**src/sv/bls_pkg.sv**
```systemverilog
package bls_pkg;

    // Store geometry.
    localparam int DEPTH  = 64;
    localparam int ADDR_W = $clog2(DEPTH);
    localparam int CNT_W  = $clog2(DEPTH + 1);

    // Command codes.
    localparam logic [1:0] CMD_PUSH = 2'd0;
    localparam logic [1:0] CMD_POP  = 2'd1;
    localparam logic [1:0] CMD_PEEK = 2'd2;
    localparam logic [1:0] CMD_DUMP = 2'd3;

    // Status codes.
    localparam logic [1:0] ST_OK    = 2'd0;
    localparam logic [1:0] ST_OVER  = 2'd1;
    localparam logic [1:0] ST_UNDER = 2'd2;

    // Input word.
    typedef struct packed {
        logic [1:0]         cmd;
        logic signed [31:0] push_value;
    } t_in_word;

    // Output word.
    typedef struct packed {
        logic [1:0]         status;
        logic signed [31:0] read_value;
        logic               full_flag;
        logic               empty_flag;
        logic               last_of_run;
    } t_out_word;

    // Commands from the controller to the datapath.
    typedef struct packed {
        logic load;
        logic step;
        logic last;
    } t_ctrl_cmd;

    // Status from the datapath to the controller.
    typedef struct packed {
        logic [1:0] cmd;
        logic       empty;
        logic       ptr_zero;
        logic       out_busy;
    } t_dp_sts;

endpackage

```
**src/sv/bls_ctrl.sv**
```systemverilog
module bls_ctrl (
    input  logic               i_clk,
    input  logic               i_rst_n,
    input  logic               i_in_valid,
    output logic               o_in_stall,
    input  bls_pkg::t_dp_sts   i_sts,
    output bls_pkg::t_ctrl_cmd o_cmd
);
    import bls_pkg::*;

    localparam logic S_IDLE = 1'b0;
    localparam logic S_RUN  = 1'b1;

    logic r_state;
    logic n_state;
    logic step;
    logic last;

    // A new word is taken only while no command is in progress.
    assign o_in_stall = (r_state != S_IDLE);

    // One result is produced per cycle in which the output register is free.
    assign step = (r_state == S_RUN) && !i_sts.out_busy;

    // A dump runs until the bottom entry; every other command gives one result.
    assign last = (i_sts.cmd != CMD_DUMP) || i_sts.empty || i_sts.ptr_zero;

    assign o_cmd.load = i_in_valid && (r_state == S_IDLE);
    assign o_cmd.step = step;
    assign o_cmd.last = last;

    // Next-state logic.
    always_comb begin
        n_state = r_state;
        case (r_state)
            S_IDLE: begin
                if (i_in_valid) begin
                    n_state = S_RUN;
                end
            end
            S_RUN: begin
                if (step && last) begin
                    n_state = S_IDLE;
                end
            end
            default: begin
                n_state = S_IDLE;
            end
        endcase
    end

    // State register.
    always_ff @(posedge i_clk) begin
        if (!i_rst_n) begin
            r_state <= S_IDLE;
        end else begin
            r_state <= n_state;
        end
    end

endmodule

```
**src/sv/bls_dpath.sv**
```systemverilog
module bls_dpath (
    input  logic               i_clk,
    input  logic               i_rst_n,
    input  logic               i_cfg_we,
    input  logic [6:0]         i_cfg_wdata,
    input  bls_pkg::t_in_word  i_in_word,
    input  logic               i_out_stall,
    output logic               o_out_valid,
    output bls_pkg::t_out_word o_out_word,
    input  bls_pkg::t_ctrl_cmd i_cmd,
    output bls_pkg::t_dp_sts   o_sts
);
    import bls_pkg::*;

    logic signed [31:0] r_mem [DEPTH];
    logic signed [31:0] r_rd_data;

    logic [6:0]         r_cap;
    logic [1:0]         r_cmd;
    logic signed [31:0] r_value;
    logic [CNT_W-1:0]   r_count;
    logic [CNT_W-1:0]   n_count;
    logic [ADDR_W-1:0]  r_ptr;
    logic [ADDR_W-1:0]  n_ptr;
    logic               r_out_valid;
    t_out_word          r_out_word;
    t_out_word          n_out_word;

    logic [CNT_W-1:0]   eff_cap;
    logic               is_full;
    logic               is_empty;
    logic               mem_we;

    // Capacity is clamped to the range 1 to DEPTH.
    always_comb begin
        if (r_cap == 7'd0) begin
            eff_cap = CNT_W'(1);
        end else if (CNT_W'(r_cap) > CNT_W'(DEPTH) || r_cap > 7'(DEPTH)) begin
            eff_cap = CNT_W'(DEPTH);
        end else begin
            eff_cap = CNT_W'(r_cap);
        end
    end

    assign is_full  = (r_count >= eff_cap);
    assign is_empty = (r_count == '0);

    // Status for the controller.
    assign o_sts.cmd      = r_cmd;
    assign o_sts.empty    = is_empty;
    assign o_sts.ptr_zero = (r_ptr == '0);
    assign o_sts.out_busy = r_out_valid && i_out_stall;

    // Result of the current step, count update and read pointer.
    always_comb begin
        n_count                = r_count;
        n_ptr                  = r_ptr;
        mem_we                 = 1'b0;
        n_out_word.status      = ST_OK;
        n_out_word.read_value  = '0;
        n_out_word.last_of_run = i_cmd.last;
        if (i_cmd.load) begin
            n_ptr = ADDR_W'(r_count - CNT_W'(1));
        end
        if (i_cmd.step) begin
            case (r_cmd)
                CMD_PUSH: begin
                    if (is_full) begin
                        n_out_word.status = ST_OVER;
                    end else begin
                        mem_we  = 1'b1;
                        n_count = r_count + CNT_W'(1);
                    end
                end
                CMD_POP: begin
                    if (is_empty) begin
                        n_out_word.status = ST_UNDER;
                    end else begin
                        n_out_word.read_value = r_rd_data;
                        n_count               = r_count - CNT_W'(1);
                    end
                end
                CMD_PEEK: begin
                    if (is_empty) begin
                        n_out_word.status = ST_UNDER;
                    end else begin
                        n_out_word.read_value = r_rd_data;
                    end
                end
                default: begin
                    if (is_empty) begin
                        n_out_word.status = ST_UNDER;
                    end else begin
                        n_out_word.read_value = r_rd_data;
                        if (!i_cmd.last) begin
                            n_ptr = r_ptr - ADDR_W'(1);
                        end
                    end
                end
            endcase
        end
        n_out_word.full_flag  = (n_count >= eff_cap);
        n_out_word.empty_flag = (n_count == '0);
    end

    // Entry store: one write port, registered read that tracks the pointer.
    always_ff @(posedge i_clk) begin
        if (mem_we) begin
            r_mem[r_count[ADDR_W-1:0]] <= r_value;
        end
        r_rd_data <= r_mem[n_ptr];
    end

    // Item and pointer registers.
    always_ff @(posedge i_clk) begin
        if (i_cmd.load) begin
            r_cmd   <= i_in_word.cmd;
            r_value <= i_in_word.push_value;
        end
        r_ptr <= n_ptr;
    end

    // Control state: capacity, count and output valid.
    always_ff @(posedge i_clk) begin
        if (!i_rst_n) begin
            r_cap       <= 7'(DEPTH);
            r_count     <= '0;
            r_out_valid <= 1'b0;
        end else begin
            if (i_cfg_we) begin
                r_cap <= i_cfg_wdata;
            end
            r_count <= n_count;
            if (i_cmd.step) begin
                r_out_valid <= 1'b1;
            end else if (!i_out_stall) begin
                r_out_valid <= 1'b0;
            end
        end
    end

    // Output word register.
    always_ff @(posedge i_clk) begin
        if (i_cmd.step) begin
            r_out_word <= n_out_word;
        end
    end

    assign o_out_valid = r_out_valid;
    assign o_out_word  = r_out_word;

endmodule

```
**src/sv/bounded_lifo_stack.sv**
```systemverilog
// Channel   Direction  Signals                               Word
// input     in         i_in_valid, o_in_stall, i_in_word     cmd, push_value
// output    out        o_out_valid, i_out_stall, o_out_word  status, read_value, flags, last
// config    in         i_cfg_we, i_cfg_wdata                 capacity
//
// Push, pop and peek first accept the word and start the store read, then form
// the result. A dump forms one result per entry, from the top entry down (a single
// underflow result when the stack is empty), paced by the single store read port.
// Reset is synchronous and active low; it clears the count and sets capacity to 64.
// A stalled output holds its word and pauses the command until it is taken.
module bounded_lifo_stack (
    input  logic               i_clk,
    input  logic               i_rst_n,
    input  logic               i_cfg_we,
    input  logic [6:0]         i_cfg_wdata,
    input  logic               i_in_valid,
    output logic               o_in_stall,
    input  bls_pkg::t_in_word  i_in_word,
    output logic               o_out_valid,
    input  logic               i_out_stall,
    output bls_pkg::t_out_word o_out_word
);
    import bls_pkg::*;

    t_ctrl_cmd ctrl_cmd;
    t_dp_sts   dp_sts;

    // Sequencing of each command.
    bls_ctrl u_ctrl (
        .i_clk      (i_clk),
        .i_rst_n    (i_rst_n),
        .i_in_valid (i_in_valid),
        .o_in_stall (o_in_stall),
        .i_sts      (dp_sts),
        .o_cmd      (ctrl_cmd)
    );

    // Entry store, count, capacity and output register.
    bls_dpath u_dpath (
        .i_clk       (i_clk),
        .i_rst_n     (i_rst_n),
        .i_cfg_we    (i_cfg_we),
        .i_cfg_wdata (i_cfg_wdata),
        .i_in_word   (i_in_word),
        .i_out_stall (i_out_stall),
        .o_out_valid (o_out_valid),
        .o_out_word  (o_out_word),
        .i_cmd       (ctrl_cmd),
        .o_sts       (dp_sts)
    );

endmodule

```
**config.mk**
```make
export PLATFORM = sky130hd
export DESIGN_NAME = bounded_lifo_stack
export DESIGN_NICKNAME = d
export VERILOG_FILES = /design/src/sv/bls_pkg.sv /design/src/sv/bls_ctrl.sv /design/src/sv/bls_dpath.sv /design/src/sv/bounded_lifo_stack.sv
export SDC_FILE = /design/constraint.sdc
export NUM_CORES = 2
export LEC_CHECK = 0
export BUFFER_PORTS_ARGS = -buffer_cell sky130_fd_sc_hd__buf_2
export CORE_AREA = 2 2 341 427
export CTS_BUF_LIST = sky130_fd_sc_hd__clkbuf_16
export CTS_CLUSTER_DIAMETER = 100
export DETAILED_ROUTE_END_ITERATION = 16
export DIE_AREA = 0 0 343 429
export PLACE_DENSITY_LB_ADDON = 0.15
export SETUP_SLACK_MARGIN = 0.4
export SYNTH_ARGS = -nofsm -noshare
export SYNTH_HDL_FRONTEND = slang
export SYNTH_HIERARCHICAL = 1
export SYNTH_SLANG_ARGS = --single-unit
```
**constraint.sdc**
```tcl
create_clock -name i_clk -period 6.75 [get_ports i_clk]
set_input_delay 2.025 -clock i_clk [delete_from_list [all_inputs] [get_ports i_clk]]
set_output_delay 2.025 -clock i_clk [all_outputs]
set_load 0.01 [all_outputs]
```
==> impl_metrics.env <==
export IMPL_grt_overflow=0
export IMPL_clock_skew_ns=0.02907
export IMPL_setup_worst_path_class="register to register"
export IMPL_cp_num_buf_inv=4
export IMPL_synth_cells=6267
export IMPL_layout_min_cycle_time_ns=6.106
export IMPL_initial_core_util_pct=59.68
export IMPL_setup_viol=0
export IMPL_crit_required_ns=7.54
export IMPL_ys_warn_count=6
export IMPL_hpwl_mm=135.8
export IMPL_drt_drc_violations_left=0
export IMPL_finalWirelength_mm=244.1
export IMPL_ys_flop_type="edfxtp_1"
export IMPL_switching_share_pct=26.26
export IMPL_grt_max_degree=137
export IMPL_async_flop_share_pct=0
export IMPL_cts_clk_slew_worst_paths_ns=0.06
export IMPL_ys_seq_area_share_pct=75.96
export IMPL_die_h_um=429
export IMPL_critPathTopFamily="compound AO/OA/AOI/OAI gates"
export IMPL_p_switching_mw=8.083
export IMPL_syn_nets=6329
export IMPL_clock_tree_root_cell="clkbuf_16"
export IMPL_start_kind="register"
export IMPL_cts_max_level=4
export IMPL_stdcell_count=8486
export IMPL_crit_fanout=136
export IMPL_arrival_ns=6.89
export IMPL_avgSynthCellArea_um2=13.59
export IMPL_wl_per_cell_um=28.76
export IMPL_peakVddDrop_mv=0.2731
export IMPL_cpPeakStageDelay_ns=0.96
export IMPL_fin_crit_sh_pct=90.47
export IMPL_cts_sinks=2173
export IMPL_drt_initial_drc_count=8103
export IMPL_place_port_buffers=84
export IMPL_cts_path_max_buffers=3
export IMPL_grt_pass1_wl_mm=351.5
export IMPL_synth_area_um2=85190
export IMPL_dp_cells=8072
export IMPL_final_hold_viol_count=0
export IMPL_num_vias=55020
export IMPL_clkPwrFrac_pct=36.9
export IMPL_synth_edf_count=2119
export IMPL_fin_setup_tns_ns=0
export IMPL_ios=85
export IMPL_core_region_area_um2=142700
export IMPL_layout_setup_ws_ns=0.6435
export IMPL_area_delta_synth_final_pct=12.59
export IMPL_design_die_area_um2=147100
export IMPL_hold_class="register to register"
export IMPL_die_width_um=343
export IMPL_outcome="completed"
export IMPL_insertion_delay_ns=0.84
export IMPL_powerDensity_nw_per_um2=320.9
export IMPL_viasPerCell=6.484
export IMPL_drv_cap=0
export IMPL_most_common_layout_cells="edfxtp_1, nand2_1, a21oi_1"
export IMPL_fillers=9976
export IMPL_ys_seq_elements=2173
export IMPL_slew_headroom_pct=12.13
export IMPL_final_common_cell="edfxtp_1"
export IMPL_finalWeightedCongestion=0.9074
export IMPL_cp_cell_sequence="inv_1 > ha_1 > nor4b_4 > nand2_1 > inv_2 > nand4bb_4 > nand4b_1 > a21oi_2 > mux2i_4 > buf_12 > buf_12 > nand2_1 > and3_1 > a311oi_1 > a311oi_1 > a211oi_1 > or3_1"
export IMPL_drv_slew=0
export IMPL_ant_nets=0
export IMPL_yosysUniqueCellTypes=68
export IMPL_drive_above_1_share_pct=11.30
export IMPL_worst_slew_pin_slew_ns=1.306
export IMPL_p_leak_nw=32.86
export IMPL_antenna_found_initial=20
export IMPL_grt_setup_unrepaired="false"
export IMPL_rows=155
export IMPL_numCtsBuffers=199
export IMPL_worst_setup_path_end_kind="register"
export IMPL_grt_use_total_pct=32.90
export IMPL_intPower_mw=22.70
export IMPL_dpl_worst_slack_ns=-0.3079
export IMPL_fmax_ghz=0.1638
export IMPL_p_seq_share_pct=49.4
export IMPL_first_pass_iters=6
export IMPL_crit_slowest_cell="a211oi_1"
export IMPL_cts_tree="done"
export IMPL_power_combinational_fraction_pct=13.7
export IMPL_fin_nets=6451
export IMPL_grt_pass1_vias=52430
synth_stat cells (all sizes together) (55+ instances only):
cell | instances | area (um2)
nand2 | 1644 | 6171
buf | 235 | 1191
edfxtp | 2119 | 63630
a31oi | 74 | 462.9
a211oi | 82 | 615.6
nand3 | 400 | 2002
a22oi | 66 | 495.5
or3 | 57 | 356.6
clkbuf | 192 | 720.7
nor2 | 112 | 442.9
and3 | 91 | 569.3
a21oi | 518 | 2600
a311oi | 88 | 770.7
o2111ai | 55 | 481.7
final timing paths:
| path | from | endpoint | slack, ns | cells past startpoint |
|---|---|---|---|---|
| max | u_dpath/r_count[0]$_SDFF_PN0_ | u_dpath/r_rd_data[9]$_DFF_P_ | 0.64 | 17 |
| min | u_dpath/r_cap[0]$_SDFFE_PN0P_ | u_dpath/r_cap[0]$_SDFFE_PN0P_ | 0.50 | 2 |
| max reg2reg | u_dpath/r_count[0]$_SDFF_PN0_ | u_dpath/r_rd_data[9]$_DFF_P_ | 0.64 | 17 |
| min reg2reg | u_dpath/r_cap[0]$_SDFFE_PN0P_ | u_dpath/r_cap[0]$_SDFFE_PN0P_ | 0.50 | 2 |
cells by family after synthesis:
group / after synthesis / share of synthesized area, %
DFF: 2173 / 75.96
adders and majority gates: 16 / 0.2350
xor gates and xnor gates: 6 / 0.06170
muxes: 41 / 0.5009
buffers and inverters: 444 / 2.319
AOI/OAI and AO/OA: 1126 / 8.528
and+or+nand+nor: 2461 / 12.39
sequential cells by signal (all words and copies together), names as in the netlist:
| name | count |
|---|---|
| u_dpath/r_mem | 2048 |
| u_dpath/o_out_word | 37 |
| u_dpath/r_rd_data | 32 |
| u_dpath/r_value | 32 |
| u_dpath/r_cap | 7 |
| u_dpath/r_count | 7 |
| u_dpath/r_ptr | 6 |
| u_dpath/r_cmd | 2 |
| u_ctrl/o_in_stall | 1 |
| u_dpath/o_out_valid | 1 |
layer usage:
layer,share of wire [%],global-route usage [%],up-vias
li1,-,-,23700
met3,11,6.522,488
met1,37,44.89,27520
met5,0.023,0,-
met4,5.1,16.07,8
met2,47,51.09,3313
worst min-delay path: stages, from the launching register on:
cell and delay, ns:
dfxtp_1 0.33, mux2i_1 0.07, nor2_1 0.07
power groups by stage:
| stage | combinational [mW] | clock (mW) | sequential, mW |
|---|---|---|---|
| finish | 4.21 | 11.4 | 15.2 |
| detailed placement | 4.11 | 0 | 15.5 |
| floorplan | 2.38 | 0 | 15.5 |
| global placement | 4.03 | 0 | 15.5 |
| CTS | 4.13 | 11.4 | 15.2 |
| global route | 4.48 | 11.9 | 15.2 |
per-stage QoR:
| step | hold WS (ns) | power [mW] | cell area (um2) | utilization, % |
|---|---|---|---|---|
| CTS | 0.5129 | 30.76 | 95790 | 67.11 |
| detailed placement | 0.4937 | 19.59 | 89230 | 62.51 |
| finish | 0.5021 | 30.78 | 95910 | 67.19 |
| global route | 0.5337 | 31.60 | 95880 | 67.17 |
| global placement | 0.4803 | 19.50 | 89160 | 62.47 |
| floorplan | 0.4612 | 17.83 | 85190 | - |
layout make-up:
| cell class | instances | area (um2) | share of cell area, % |
|---|---|---|---|
| Sequential cell | 2173 | 64710 | 67.47 |
| Multi-Input combinational cell | 3650 | 19100 | 19.92 |
| Clock buffer | 204 | 5105 | 5.323 |
| Timing Repair Buffer | 348 | 2979 | 3.106 |
| Tap cell | 1884 | 2357 | 2.458 |
| Clock inverter | 167 | 1463 | 1.525 |
| Antenna cell | 43 | 107.6 | 0.1122 |
| Inverter | 17 | 86.33 | 0.09001 |
repair_timing:
| action | CTS | global route |
|---|---|---|
| setup endpoints to repair | 0 | 2 |
| setup buffers | 0 | 0 |
| gates resized for setup | 0 | 2 |
| hold buffers | 0 | 0 |
(Power assumes the default switching activity.)
